`config.mk`:
```
export PLATFORM = sky130hd
export DESIGN_NAME = sensor_auto_zero_supervisor
export DESIGN_NICKNAME = d
export VERILOG_FILES = /design/src/sv/sazs_pkg.sv /design/src/sv/sensor_auto_zero_supervisor.sv
export SDC_FILE = /design/constraint.sdc
export NUM_CORES = 1
export LEC_CHECK = 0
export ABC_AREA = 1
export BUFFER_PORTS_ARGS = -buffer_cell sky130_fd_sc_hd__buf_2
export CAP_MARGIN = 20
export CELL_PAD_IN_SITES_DETAIL_PLACEMENT = 2
export CELL_PAD_IN_SITES_GLOBAL_PLACEMENT = 2
export CORE_ASPECT_RATIO = 0.6
export CORE_MARGIN = 2
export CORE_UTILIZATION = 35
export CTS_CLUSTER_SIZE = 16
export DETAILED_ROUTE_END_ITERATION = 10
export GPL_TIMING_DRIVEN = 0
export HOLD_SLACK_MARGIN = 0.08
export PLACE_DENSITY_LB_ADDON = 0.1
export SYNTH_ARGS = -nofsm -noshare
export SYNTH_HDL_FRONTEND = slang
export SYNTH_SLANG_ARGS = --single-unit
export TNS_END_PERCENT = 100
```
`constraint.sdc`:
```
create_clock -name clk -period 5 [get_ports clk]
set_clock_uncertainty 0.1 [all_clocks]
set_input_delay 1 -clock clk [delete_from_list [all_inputs] [get_ports clk]]
set_output_delay 1 -clock clk [all_outputs]
set_load 0.01 [all_outputs]
```
`src/sv/sazs_pkg.sv`:
```
// ----------------------------------------------------------------------------
// Sensor auto-zero supervisor package
// Widths, reset values, register indexes, word kinds and result codes shared
// by the supervisor.
// ----------------------------------------------------------------------------
package sazs_pkg;

  localparam int SAZS_SAMPLE_WIDTH = 16;
  localparam int SAZS_START_DELAY  = 3;

  localparam int CFG_INDEX_W = 3;
  localparam int CFG_DATA_W  = 16;

  // Configuration register indexes
  localparam logic [CFG_INDEX_W-1:0] REG_AVERAGE_COUNT = 3'd0;
  localparam logic [CFG_INDEX_W-1:0] REG_RANGE_LIMIT   = 3'd1;
  localparam logic [CFG_INDEX_W-1:0] REG_OFFSET_MAX    = 3'd2;
  localparam logic [CFG_INDEX_W-1:0] REG_OFFSET_MIN    = 3'd3;
  localparam logic [CFG_INDEX_W-1:0] REG_MAX_DIFF      = 3'd4;
  localparam logic [CFG_INDEX_W-1:0] REG_LAST_OFFSET   = 3'd5;
  localparam logic [CFG_INDEX_W-1:0] REG_LOWER_TIMEOUT = 3'd6;
  localparam logic [CFG_INDEX_W-1:0] REG_SETTLE_TIME   = 3'd7;

  // Register reset values
  localparam logic [7:0]         RST_AVERAGE_COUNT = 8'd20;
  localparam logic [15:0]        RST_RANGE_LIMIT   = 16'd32;
  localparam logic signed [15:0] RST_OFFSET_MAX    = 16'sd160;
  localparam logic signed [15:0] RST_OFFSET_MIN    = -16'sd160;
  localparam logic [15:0]        RST_MAX_DIFF      = 16'd80;
  localparam logic signed [15:0] RST_LAST_OFFSET   = 16'sd0;
  localparam logic [15:0]        RST_LOWER_TIMEOUT = 16'd150;
  localparam logic [15:0]        RST_SETTLE_TIME   = 16'd20;

  // Input word kinds
  localparam logic KIND_ENTER = 1'b0;
  localparam logic KIND_CYCLE = 1'b1;

  // Transition codes
  localparam logic [1:0] TRANS_NONE    = 2'd0;
  localparam logic [1:0] TRANS_LOWERED = 2'd1;
  localparam logic [1:0] TRANS_FAILURE = 2'd2;

  // Zero alarm codes
  localparam logic [1:0] ALARM_NONE  = 2'd0;
  localparam logic [1:0] ALARM_RANGE = 2'd1;
  localparam logic [1:0] ALARM_ABOVE = 2'd2;
  localparam logic [1:0] ALARM_BELOW = 2'd3;

  // Rounded offset limit in whole mmHg
  localparam logic [11:0] ROUNDED_MAX = 12'd2047;

  typedef struct packed {
    logic failure;
    logic timer_started;
    logic fully_lowered;
    logic lowered;
    logic too_long;
  } sazs_flags_t;

  // A timer loaded with zero is loaded with one instead.
  function automatic logic [15:0] load_len(input logic [15:0] n);
    return (n == 16'd0) ? 16'd1 : n;
  endfunction

endpackage

```
`src/sv/sensor_auto_zero_supervisor.sv`:
```
// ----------------------------------------------------------------------------
// Sensor auto-zero supervisor
// Supervises the lowering of a mechanism and the auto-zero of a pressure
// sensor, one control cycle per input word, with a serial divider for the mean.
// ----------------------------------------------------------------------------
// Usage:
//  The input channel (s_*) carries one control cycle per word; s_tuser marks
//  an enter word (0) or a control cycle (1). Each accepted word gives exactly
//  one result word on the output channel (m_*). Configuration is written
//  through cfg_we/cfg_index/cfg_data; the user must do so only while the
//  block is idle; the block does not enforce this. A word that does not
//  complete a sample set goes from acceptance through the final step to
//  the result register. A word that completes a set runs the mean through
//  a set-up step, a restoring divider, one quotient bit per cycle, and a
//  check step. s_tready is high only while no word is in work.
//  When the receiver stalls, the finished result stays in the output
//  register; the next word is still taken and then waits in its last step
//  until the register is free.
//  Reset (rst, synchronous) loads the register defaults and clears all timers,
//  flags, counts and the sample sum; the block is ready in the next cycle.
// ----------------------------------------------------------------------------
module sensor_auto_zero_supervisor #(
  parameter int SAMPLE_WIDTH = sazs_pkg::SAZS_SAMPLE_WIDTH,
  parameter int START_DELAY  = sazs_pkg::SAZS_START_DELAY
) (
  input  logic                                clk,
  input  logic                                rst,
  // s_tdata: aps_sample[15:0], cassette_down[16], alarm_active[17], zero pad
  input  logic                                s_tvalid,
  output logic                                s_tready,
  input  logic [23:0]                         s_tdata,
  // s_tuser: kind[0]
  input  logic [0:0]                          s_tuser,
  // m_tdata: transition[1:0], zero_alarm[3:2], lower_failed[4],
  // range_warning[5], zero_valid[6], zero_offset[22:7], zero_rounded[34:23],
  // lower_command[35], zero pad
  output logic                                m_tvalid,
  input  logic                                m_tready,
  output logic [39:0]                         m_tdata,
  input  logic                                cfg_we,
  input  logic [sazs_pkg::CFG_INDEX_W-1:0]    cfg_index,
  input  logic [sazs_pkg::CFG_DATA_W-1:0]     cfg_data
);

  import sazs_pkg::*;

  localparam int SW   = SAMPLE_WIDTH;
  localparam int TOTW = SW + 8;            // sum of up to 255 samples
  localparam int NUMW = TOTW + 1;          // 2*|sum| + count
  localparam int MW   = SW + 1;            // magnitude of the mean
  localparam int CNTW = $clog2(NUMW + 1);

  typedef enum logic [2:0] {
    ST_IDLE,
    ST_PREP,
    ST_DIV,
    ST_CHECK,
    ST_FIN
  } state_t;

  state_t state;

  // Configuration registers
  logic [7:0]         average_count;
  logic [15:0]        range_limit;
  logic signed [15:0] offset_max;
  logic signed [15:0] offset_min;
  logic [15:0]        max_diff;
  logic signed [15:0] last_offset;
  logic [15:0]        lower_timeout;
  logic [15:0]        settle_time;

  // Supervisor state
  logic [1:0]           start_delay;
  logic [7:0]           sample_count;
  logic signed [TOTW-1:0] sample_total;
  logic signed [SW-1:0] sample_min;
  logic signed [SW-1:0] sample_max;
  logic                 zero_done;
  logic [1:0]           alarm_held;
  sazs_flags_t          flags;
  logic [15:0]          timeout_count;
  logic [15:0]          settle_count;

  // Word in work
  logic item_enter;
  logic item_down;
  logic item_alarm;
  logic res_cmd;
  logic res_warn;
  logic res_valid;
  logic signed [15:0] res_zoff;
  logic signed [11:0] res_zrnd;

  // Divider
  logic [NUMW-1:0] div_num;
  logic [8:0]      div_rem;
  logic [CNTW-1:0] div_cnt;
  logic            total_neg;

  // Output register
  logic [1:0]  out_trans;
  logic [1:0]  out_alarm;
  logic        out_lfail;
  logic        out_warn;
  logic        out_valid;
  logic [15:0] out_zoff;
  logic [11:0] out_zrnd;
  logic        out_cmd;

  assign s_tready = (state == ST_IDLE) && !rst;
  assign m_tdata  = {4'b0000, out_cmd, out_zrnd, out_zoff, out_valid, out_warn,
                     out_lfail, out_alarm, out_trans};

  // --------------------------------------------------------------------------
  // Acceptance step: timers, lower command and sampling
  // --------------------------------------------------------------------------
  logic signed [SW-1:0] sample_in;
  sazs_flags_t          flags_acc;
  logic [15:0]          timeout_acc;
  logic [15:0]          settle_acc;
  logic                 lower_cmd;
  logic [1:0]           delay_acc;
  logic                 take_sample;
  logic [7:0]           count_acc;

  // Samples wider than the field see it zero-extended, as the field is read
  // only in its low bits.
  assign sample_in = $signed(SW'(s_tdata[15:0]));

  always_comb begin
    flags_acc   = flags;
    timeout_acc = timeout_count;
    settle_acc  = settle_count;
    lower_cmd   = 1'b0;
    if (timeout_count != 16'd0) begin
      timeout_acc = timeout_count - 16'd1;
      if (timeout_count == 16'd1) begin
        flags_acc.too_long = 1'b1;
      end
    end
    if (settle_count != 16'd0) begin
      settle_acc = settle_count - 16'd1;
      if (settle_count == 16'd1) begin
        flags_acc.fully_lowered = 1'b1;
      end
    end
    if (alarm_held == ALARM_NONE && !flags_acc.failure) begin
      lower_cmd = 1'b1;
      if (!flags_acc.timer_started) begin
        timeout_acc             = load_len(lower_timeout);
        flags_acc.timer_started = 1'b1;
      end
    end
    delay_acc   = (start_delay != 2'd0) ? start_delay - 2'd1 : start_delay;
    take_sample = (delay_acc == 2'd0) && (sample_count < average_count);
    count_acc   = sample_count + 8'd1;
  end

  // --------------------------------------------------------------------------
  // Divider step and its set-up
  // --------------------------------------------------------------------------
  logic [TOTW-1:0] total_mag;
  logic [8:0]      divisor;
  logic [9:0]      div_trial;
  logic            div_ge;
  logic [8:0]      div_rem_next;

  assign total_mag = sample_total[TOTW-1] ? $unsigned(-sample_total)
                                          : $unsigned(sample_total);
  assign divisor   = {sample_count, 1'b0};
  assign div_trial = {div_rem, div_num[NUMW-1]};
  assign div_ge    = (div_trial >= {1'b0, divisor});

  always_comb begin
    if (div_ge) begin
      div_rem_next = 9'(div_trial - {1'b0, divisor});
    end else begin
      div_rem_next = div_trial[8:0];
    end
  end

  // --------------------------------------------------------------------------
  // Checks on the finished mean
  // --------------------------------------------------------------------------
  logic [MW-1:0]       q_mag;
  logic signed [31:0]  mean_w;
  logic signed [15:0]  mean_sat;
  logic signed [16:0]  mean_ext;
  logic [16:0]         mean_mag;
  logic [16:0]         round_sum;
  logic [12:0]         round_q;
  logic signed [11:0]  mean_rnd;
  logic signed [SW:0]  spread;
  logic [31:0]         spread_w;
  logic signed [17:0]  win_hi;
  logic signed [17:0]  win_lo;
  logic [1:0]          alarm_chk;
  logic                warn_chk;

  assign q_mag = div_num[MW-1:0];

  always_comb begin
    mean_w = total_neg ? -$signed(32'(q_mag)) : $signed(32'(q_mag));
    if (mean_w > 32'sd32767) begin
      mean_sat = 16'sh7FFF;
    end else if (mean_w < -32'sd32768) begin
      mean_sat = 16'sh8000;
    end else begin
      mean_sat = mean_w[15:0];
    end

    // Whole mmHg, ties away from zero, positive side limited
    mean_ext  = 17'(mean_sat);
    mean_mag  = mean_ext[16] ? $unsigned(-mean_ext) : $unsigned(mean_ext);
    round_sum = mean_mag + 17'd8;
    round_q   = round_sum[16:4];
    if (mean_ext[16]) begin
      mean_rnd = $signed(12'(-round_q));
    end else if (round_q > 13'(ROUNDED_MAX)) begin
      mean_rnd = $signed(ROUNDED_MAX);
    end else begin
      mean_rnd = $signed(round_q[11:0]);
    end

    spread   = (SW+1)'(sample_max) - (SW+1)'(sample_min);
    spread_w = 32'($unsigned(spread));
    win_hi   = 18'(last_offset) + $signed({2'b00, max_diff});
    win_lo   = 18'(last_offset) - $signed({2'b00, max_diff});

    alarm_chk = alarm_held;
    warn_chk  = 1'b0;
    if (spread_w > 32'(range_limit)) begin
      alarm_chk = ALARM_RANGE;
    end else if ((spread_w << 1) > 32'(range_limit)) begin
      warn_chk = 1'b1;
    end
    if (alarm_chk == ALARM_NONE &&
        (mean_sat > offset_max || 18'(mean_sat) > win_hi)) begin
      alarm_chk = ALARM_ABOVE;
    end
    if (alarm_chk == ALARM_NONE &&
        (mean_sat < offset_min || 18'(mean_sat) < win_lo)) begin
      alarm_chk = ALARM_BELOW;
    end
  end

  // --------------------------------------------------------------------------
  // Final step: abort, down position and transition
  // --------------------------------------------------------------------------
  logic        out_free;
  logic        too_long_fin;
  logic        abort_fin;
  sazs_flags_t flags_fin;
  logic        set_lowered;
  logic [1:0]  trans_fin;

  assign out_free = !m_tvalid || m_tready;

  always_comb begin
    too_long_fin = flags.too_long || item_alarm;
    abort_fin    = too_long_fin || (alarm_held != ALARM_NONE);
    flags_fin    = flags;
    if (abort_fin) begin
      flags_fin         = '0;
      flags_fin.failure = 1'b1;
    end
    set_lowered = !flags_fin.lowered && item_down;
    if (set_lowered) begin
      flags_fin.lowered       = 1'b1;
      flags_fin.timer_started = 1'b0;
    end
    if (flags_fin.failure) begin
      trans_fin = TRANS_FAILURE;
    end else if (flags_fin.fully_lowered && zero_done) begin
      trans_fin = TRANS_LOWERED;
    end else begin
      trans_fin = TRANS_NONE;
    end
  end

  // --------------------------------------------------------------------------
  // Sequencer, state and output register
  // --------------------------------------------------------------------------
  always_ff @(posedge clk) begin
    if (rst) begin
      state         <= ST_IDLE;
      m_tvalid      <= 1'b0;
      average_count <= RST_AVERAGE_COUNT;
      range_limit   <= RST_RANGE_LIMIT;
      offset_max    <= RST_OFFSET_MAX;
      offset_min    <= RST_OFFSET_MIN;
      max_diff      <= RST_MAX_DIFF;
      last_offset   <= RST_LAST_OFFSET;
      lower_timeout <= RST_LOWER_TIMEOUT;
      settle_time   <= RST_SETTLE_TIME;
      start_delay   <= 2'd0;
      sample_count  <= 8'd0;
      sample_total  <= '0;
      sample_min    <= '0;
      sample_max    <= '0;
      zero_done     <= 1'b0;
      alarm_held    <= ALARM_NONE;
      flags         <= '0;
      timeout_count <= 16'd0;
      settle_count  <= 16'd0;
      item_enter    <= 1'b0;
    end else begin
      if (cfg_we) begin
        unique case (cfg_index)
          REG_AVERAGE_COUNT: average_count <= cfg_data[7:0];
          REG_RANGE_LIMIT:   range_limit   <= cfg_data;
          REG_OFFSET_MAX:    offset_max    <= $signed(cfg_data);
          REG_OFFSET_MIN:    offset_min    <= $signed(cfg_data);
          REG_MAX_DIFF:      max_diff      <= cfg_data;
          REG_LAST_OFFSET:   last_offset   <= $signed(cfg_data);
          REG_LOWER_TIMEOUT: lower_timeout <= cfg_data;
          REG_SETTLE_TIME:   settle_time   <= cfg_data;
          default: ;
        endcase
      end

      // In the last step the output valid is set below whenever it is free.
      if (m_tvalid && m_tready && state != ST_FIN) begin
        m_tvalid <= 1'b0;
      end

      unique case (state)
        ST_IDLE: begin
          if (s_tvalid) begin
            item_down  <= s_tdata[16];
            item_alarm <= s_tdata[17];
            res_cmd    <= 1'b0;
            res_warn   <= 1'b0;
            res_valid  <= 1'b0;
            res_zoff   <= '0;
            res_zrnd   <= '0;
            state      <= ST_FIN;
            if (s_tuser[0] == KIND_ENTER) begin
              // Enter word: restart the delay and forget the last zero
              item_enter  <= 1'b1;
              start_delay <= 2'(START_DELAY);
              zero_done   <= 1'b0;
            end else begin
              item_enter    <= 1'b0;
              flags         <= flags_acc;
              timeout_count <= timeout_acc;
              settle_count  <= settle_acc;
              start_delay   <= delay_acc;
              res_cmd       <= lower_cmd;
              if (take_sample) begin
                sample_count <= count_acc;
                sample_total <= sample_total + TOTW'(sample_in);
                if (sample_count == 8'd0) begin
                  sample_min <= sample_in;
                  sample_max <= sample_in;
                end else if (sample_in < sample_min) begin
                  sample_min <= sample_in;
                end else if (sample_in > sample_max) begin
                  sample_max <= sample_in;
                end
                if (count_acc == average_count) begin
                  state <= ST_PREP;
                end
              end
            end
          end
        end

        ST_PREP: begin
          // Rounded mean: (2*|sum| + n) / (2*n), sign applied afterwards
          div_num   <= {total_mag, 1'b0} + NUMW'(sample_count);
          div_rem   <= 9'd0;
          div_cnt   <= CNTW'(NUMW);
          total_neg <= sample_total[TOTW-1];
          state     <= ST_DIV;
        end

        ST_DIV: begin
          div_rem <= div_rem_next;
          div_num <= {div_num[NUMW-2:0], div_ge};
          div_cnt <= div_cnt - CNTW'(1);
          if (div_cnt == CNTW'(1)) begin
            state <= ST_CHECK;
          end
        end

        ST_CHECK: begin
          res_zoff   <= mean_sat;
          res_zrnd   <= mean_rnd;
          res_warn   <= warn_chk;
          alarm_held <= alarm_chk;
          if (alarm_chk == ALARM_NONE) begin
            zero_done <= 1'b1;
            res_valid <= 1'b1;
          end
          state <= ST_FIN;
        end

        ST_FIN: begin
          if (out_free) begin
            m_tvalid <= 1'b1;
            state    <= ST_IDLE;
            if (item_enter) begin
              out_trans <= TRANS_NONE;
              out_alarm <= ALARM_NONE;
              out_lfail <= 1'b0;
              out_warn  <= 1'b0;
              out_valid <= 1'b0;
              out_zoff  <= 16'd0;
              out_zrnd  <= 12'd0;
              out_cmd   <= 1'b0;
            end else begin
              flags     <= flags_fin;
              out_trans <= trans_fin;
              out_alarm <= abort_fin ? alarm_held : ALARM_NONE;
              out_lfail <= abort_fin && too_long_fin;
              out_warn  <= res_warn;
              out_valid <= res_valid;
              out_zoff  <= res_zoff;
              out_zrnd  <= res_zrnd;
              out_cmd   <= res_cmd;
              if (abort_fin) begin
                sample_count <= 8'd0;
                sample_total <= '0;
                alarm_held   <= ALARM_NONE;
              end
              if (set_lowered) begin
                timeout_count <= 16'd0;
                settle_count  <= load_len(settle_time);
              end
            end
          end
        end

        default: state <= ST_IDLE;
      endcase
    end
  end

endmodule

```
**Word level (Yosys, flattened, before mapping)**

Cells that the tools add are included.

- $lt $le $gt $ge: 13
- Bitwise logic cells: 4
- Muxes and demuxes: 97
- Add/sub/neg operators: 16
- Reductions and logical operators: 68
- Equal/unequal tests: 33

Operator list:

| operator | count |
|---|---|
| $mux 16 | 24 |
| $mux 24 | 7 |
| $pmux 16 s2 | 3 |
| $pmux 25 s2 | 1 |
| $mux 8 | 6 |
| $pmux 24 s2 | 1 |
| $mux 12 | 3 |
| $eq 16x1->1 const B | 2 |
| $gt 16x16->1 | 2 |
| $gt 32x16->1 const B | 1 |
| $logic_not 16->1 | 2 |
| $lt 16x16->1 | 2 |
| $lt 32x16->1 const B | 1 |
| $mux 32 | 1 |
| $neg 17->32 | 1 |
| $reduce_bool 16->1 | 2 |
| $sub 16x1->16 const B | 2 |
| $reduce_and 7->1 | 4 |
| $add 25x8->25 | 1 |
| $add 24x16->24 | 1 |
| $neg 24->24 | 1 |
| $pmux 12 s2 | 1 |
| $ne 2x2->1 const B | 11 |
| $reduce_and 2->1 | 11 |
| other kinds (51) | 140 |

- Logic and storage cells: 276
- Input bits: 49
- Bits in registers: 340

**Depth between registers and ports, before layout**

- Depth after elaboration: 15
- Depth in mapped cells: 34
- Gate-level depth less buffers: 34

**Least setup slack after synthesis**

Ideal clock, no wire load.

- Path type: register to register
- From: register max_diff[1]
- To: register res_valid (enable)
- Arrival: 4,086 ps
- Stages on the path, launching flop included: 32
- Slack: 509 ps
- Setup time: 306 ps
- Clock period less this slack: 4,491 ps
- Cells stage by stage: dfxtp_1 -> inv_1 -> ha_1 -> inv_1 -> a21oi_1 -> o21bai_1 -> a21oi_1 -> o21ai_1 -> a21oi_1 -> o21bai_1 -> a21oi_1 -> o21bai_1 -> a21oi_1 -> o21ai_0 -> a21oi_1 -> o21ai_0 -> xor2_1 -> ha_1 -> a21oi_1 -> o21ai_0 -> nand2_1 -> nand2_1 -> a21o_1 -> a21oi_1 -> nand2_1 -> inv_1 -> nand3_1 -> nand3_1 -> nand2_1 -> a21oi_1 -> nand3_1 -> a21boi_1

- Cells in the longest elaborated chain, start to end: 11
- Elaborated cells between the ends (all ways): 14

Ends and longest elaborated chain:

| item | RTL line | source |
|---|---|---|
| start: declaration | sensor_auto_zero_supervisor.sv:68 | `logic [15:0] max_diff;` |
| start signal: assignment | sensor_auto_zero_supervisor.sv:315 | `REG_MAX_DIFF: max_diff <= cfg_data;` |
| $add 16x17->18 | sensor_auto_zero_supervisor.sv:228 | `win_hi = 18'(last_offset) + $signed({2'b00, max_diff});` |
| $gt 16x18->1 | sensor_auto_zero_supervisor.sv:239 | `(mean_sat > offset_max \|\| 18'(mean_sat) > win_hi)) begin` |
| $logic_or 1x1->1 | sensor_auto_zero_supervisor.sv:239 |  |
| $logic_and 1x1->1 | sensor_auto_zero_supervisor.sv:238 | `if (alarm_chk == ALARM_NONE &&` |
| $mux 2 | sensor_auto_zero_supervisor.sv:238 |  |
| $logic_not 2->1 | sensor_auto_zero_supervisor.sv:242 | `if (alarm_chk == ALARM_NONE &&` |
| $logic_and 1x1->1 | sensor_auto_zero_supervisor.sv:242 |  |
| $mux 2 (*) | sensor_auto_zero_supervisor.sv:242 |  |
| $logic_not 2->1 (*) | sensor_auto_zero_supervisor.sv:393 | `if (alarm_chk == ALARM_NONE) begin` |
| $ne 2x2->1 (no source line) (*) | -- |  |
| $reduce_and 4->1 (no source line) (*) | -- |  |
| end signal: assignment | sensor_auto_zero_supervisor.sv:335 | `res_valid <= 1'b0;` |
| end signal: assignment | sensor_auto_zero_supervisor.sv:395 | `res_valid <= 1'b1;` |
| end: declaration | sensor_auto_zero_supervisor.sv:91 | `logic res_valid;` |

Every way passes the cells marked *; elsewhere a longest branch is shown, timed or not.
A chain may end at the register's enable or synchronous reset.

**Final worst setup path**

- From: register max_diff[2]
- To: register res_valid (enable)

The elaborated chain is that of the path after synthesis.

==> metrics.md <==
| Metric | Value |
|---|---|
| Outcome | `finished, final reports clean` |
| Worst Path Arrival | `roughly 5000 ps` |
| Largest net degree at the start of global routing | `31` |
| Gpl congestion | `0.8724` |
| Worst Hold Class | `flip-flop to flip-flop` |
| Hold Path Sink | `total_neg` |
| Reg-to-Reg Start | `max_diff[2]` |
| Latest clock arrival within the worst-skew pair | `590 ps` |
| Post-Syn Area | `22980 um2` |
| VDD IR-drop max | `between 0.0002 and 0.00025 V` |
| Yosys cell types | `59` |
| Biggest regs | `div_num: 25 flops, sample_total: 24 flops` |
| Crit. Startpoint | `max_diff[2]` |
| Vias in the first global route | `~24000` |
| Maximum fanout along the worst path | `5` |
| EDFF count, synth | `109` |
| Ys flop type | `dfxtp_1` |
| GRT Total Usage | `27.63%` |
| CP max stage cell | `dfxtp_2` |
| TritonCTS Buffers | `39` |
| Initial Utilization | `35.53%` |
| Sequential cell area fraction in the yosys report | `34.37%` |
| CTS root buffer | `clkbuf_16` |
| Hold Vio Cnt, Final | `0` |
| Syn. warnings | `0` |
| Largest register FFs | `25` |
| Reg area | `around 8000 um2` |
| Global-route wire length before repair | `approximately 140000 um` |
| Multi-input gate area | `13330 um2` |
| Post-synthesis instance total | `just over 3000` |
| Iteration-0 DRC Markers | `between 1000 and 1500` |
| Num ports | `91` |
| CP most frequent cell | `a21oi_2` |
| Max-Slew Margin vs Limit | `between 20% and 30%` |
| Gr ovfl total | `0` |
| Placed Area | `between 20000 and 25000 um2` |
| Drc violations | `0` |
| Ratio of cells with drive above 1 in the final layout | `a little over a tenth` |
| Commonest non-fill, non-tap cell in the layout | `nand2_1` |
| Post-synthesis register bit count | `340` |
| Nets | `between 3000 and 4000` |
| CP startpoint kind | `flip-flop` |
| PD cells | `about 350 nW/um2` |
| Largest Register | `div_num` |
| CTS Buffer Depth | `3` |
| Endpoints failing setup | `0` |
| Post-layout util | `41.00%` |
| Drt total wl | `94760 um` |
| Crit share post-route | `a little over nine tenths` |
| Avg Cell Area, Syn | `between 7 and 8 um2` |
| Worst Hold Path Cells | `0` |
| Rows | `between 70 and 80` |
| Design area | `between 20000 and 30000 um2` |
| Hold Path Origin | `sample_total[23]` |
| Core area | `about 65000 um2` |
| Most frequent cells in the layout | `nand2_1, inv_1, nor2_1` |
| Detail Placement HPWL | `roughly 74000 um` |
| Reg2Reg Depth | `27` |
| Tmin final | `between 4000 and 5000 ps` |
| Worst-path clk slew | `roughly 70 ps` |
| Hold_buf cts | `0` |
| DRT antenna net count | `0` |
| Routed vias | `approximately 22000` |
| Worst Max-Slew Pin Slew | `approximately 1100 ps` |
| DR vias/cell | `between 5 and 6` |
| Die height | `~200 um` |
| Fraction of registers with async set/reset | `0%` |
| Clk sinks | `between 300 and 400` |
| WL per Instance | `between 20 and 25 um` |
| Die area | `67790 um2` |
| Fillers | `about 7500` |
| Max Clk Rate | `0.2089 GHz` |
| Final Max Tran Viols | `0` |
| Dpl ws | `-892.8 ps` |
| Final Worst Setup Slack | `214.0 ps` |
| Maxcap violations | `0` |
| Worst path max stage delay | `roughly 340 ps` |
| RSZ-0062 raised after global routing | `true` |
| Leak | `roughly 12 nW` |
| Die W | `around 330 um` |
| CP required | `5200 ps` |
| IO buf count | `between 70 and 80` |
| Reg2reg setup slack | `about 210 ps` |
| Drt pass-1 iters | `5` |
| TritonCTS clock tree | `built` |
| Initial antenna violation count | `5` |
| Crit Path Category | `flip-flop to flip-flop` |
| Synth-to-layout area growth | `15.40%` |
| Critical register-to-register path endpoint | `res_valid` |
| H-tree levels | `2` |
| Fin Hold WS | `348.3 ps` |
| Critical Path Sink Type | `flip-flop` |
==> synthesized netlist by cell type, drive strengths merged, types with 6 or more instances <==
cell type	number	area, um2
a211oi	40	300.3
a21o	6	45.04
a21oi	298	1533
a31oi	17	106.4
buf	13	92.58
clkbuf	89	334.1
clkinv	10	37.54
dfxtp	231	4624
edfxtp	109	3273
fa	6	120.1
ha	227	2840
inv	443	1663
nand2	470	1830
nand3	112	570.6
nand4	40	250.2
nor2	409	1600
nor3	36	180.2
nor4	22	137.6
o211ai	41	307.8
o21a	9	67.56
o21ai	237	1197
o21bai	19	142.6
o221ai	6	52.55
o22ai	8	50.05
o31ai	10	75.07
or2	9	56.30
xnor2	20	175.2
xor2	115	1007
==> metal layers <==
metal  global-route usage (%)  up-vias  part of all wire [%]
met4                    5.878        2                   1.8
li1                         -    10620                     -
met5                        0        -                 0.014
met2                    41.65      402                    42
met1                    40.95    11280                    51
met3                    4.919       94                   5.3
==> where the power goes <==
group / switching [mW] / internal, mW / total [mW]
logic: 1.89 / 0.997 / 2.89
registers: 0.147 / 3.04 / 3.19
clock network: 1.35 / 1.85 / 3.20
total: 3.39 / 5.88 / 9.27
==> how the worst max path moves through the flow <==
stage	to	slack (ps)	cells past startpoint
6_report	res_valid	210	27
5_1_grt	res_valid	-110	28
4_1_cts	res_valid	5	28
3_5_place_dp	res_valid	-890	28
3_3_place_gp	out_zrnd[5]	-1990	4
2_1_floorplan	res_valid	510	31
==> stage by stage <==
step	TNS, ps	std cells	power [mW]
CTS	0	4114	9.223
detailed placement	-2979	4032	5.947
global placement	-147890	4024	5.743
floorplan	0	3094	5.021
global route	-293.0	4131	9.821
finish	0	4132	9.273
==> critical path: cells and delay by family (launching register included) <==
family | cells | cell delay, ps
compound gates | 14 | 2110
xor+xnor | 1 | 150
fa+ha+maj | 2 | 610
buf+inv | 4 | 410
flops | 1 | 340
simple gates | 6 | 750
==> timing repair <==
| action | in CTS | in global routing |
|---|---|---|
| pin swaps | 15 | 43 |
| setup endpoints to repair | 5 | 17 |
| buffers inserted | 13 | 17 |
| hold endpoints to repair | 0 | 0 |
| gates resized for setup | 38 | 79 |
==> final cells by class <==
| type | instances | share of cell area, % |
|---|---|---|
| multi-input combinational | 2199 | 50.25 |
| sequential | 340 | 29.80 |
| inverter | 453 | 6.445 |
| clock buffer | 46 | 4.015 |
| tap | 851 | 4.015 |
| timing repair buffer | 117 | 2.713 |
| buffer | 99 | 1.580 |
| clock inverter | 26 | 1.179 |
| antenna | 1 | 0.009436 |
==> logic make-up after synthesis <==
family	share of synthesized area, %
XOR/XNOR	5.145
flip-flops	34.37
AND/OR/NAND/NOR	20.49
other	0.01632
adder cells (fa/ha/maj)	12.88
AO/OA/AOI/OAI	17.85
buffers and inverters	9.256
No activity file was read; power rests on OpenSTA's default activity.
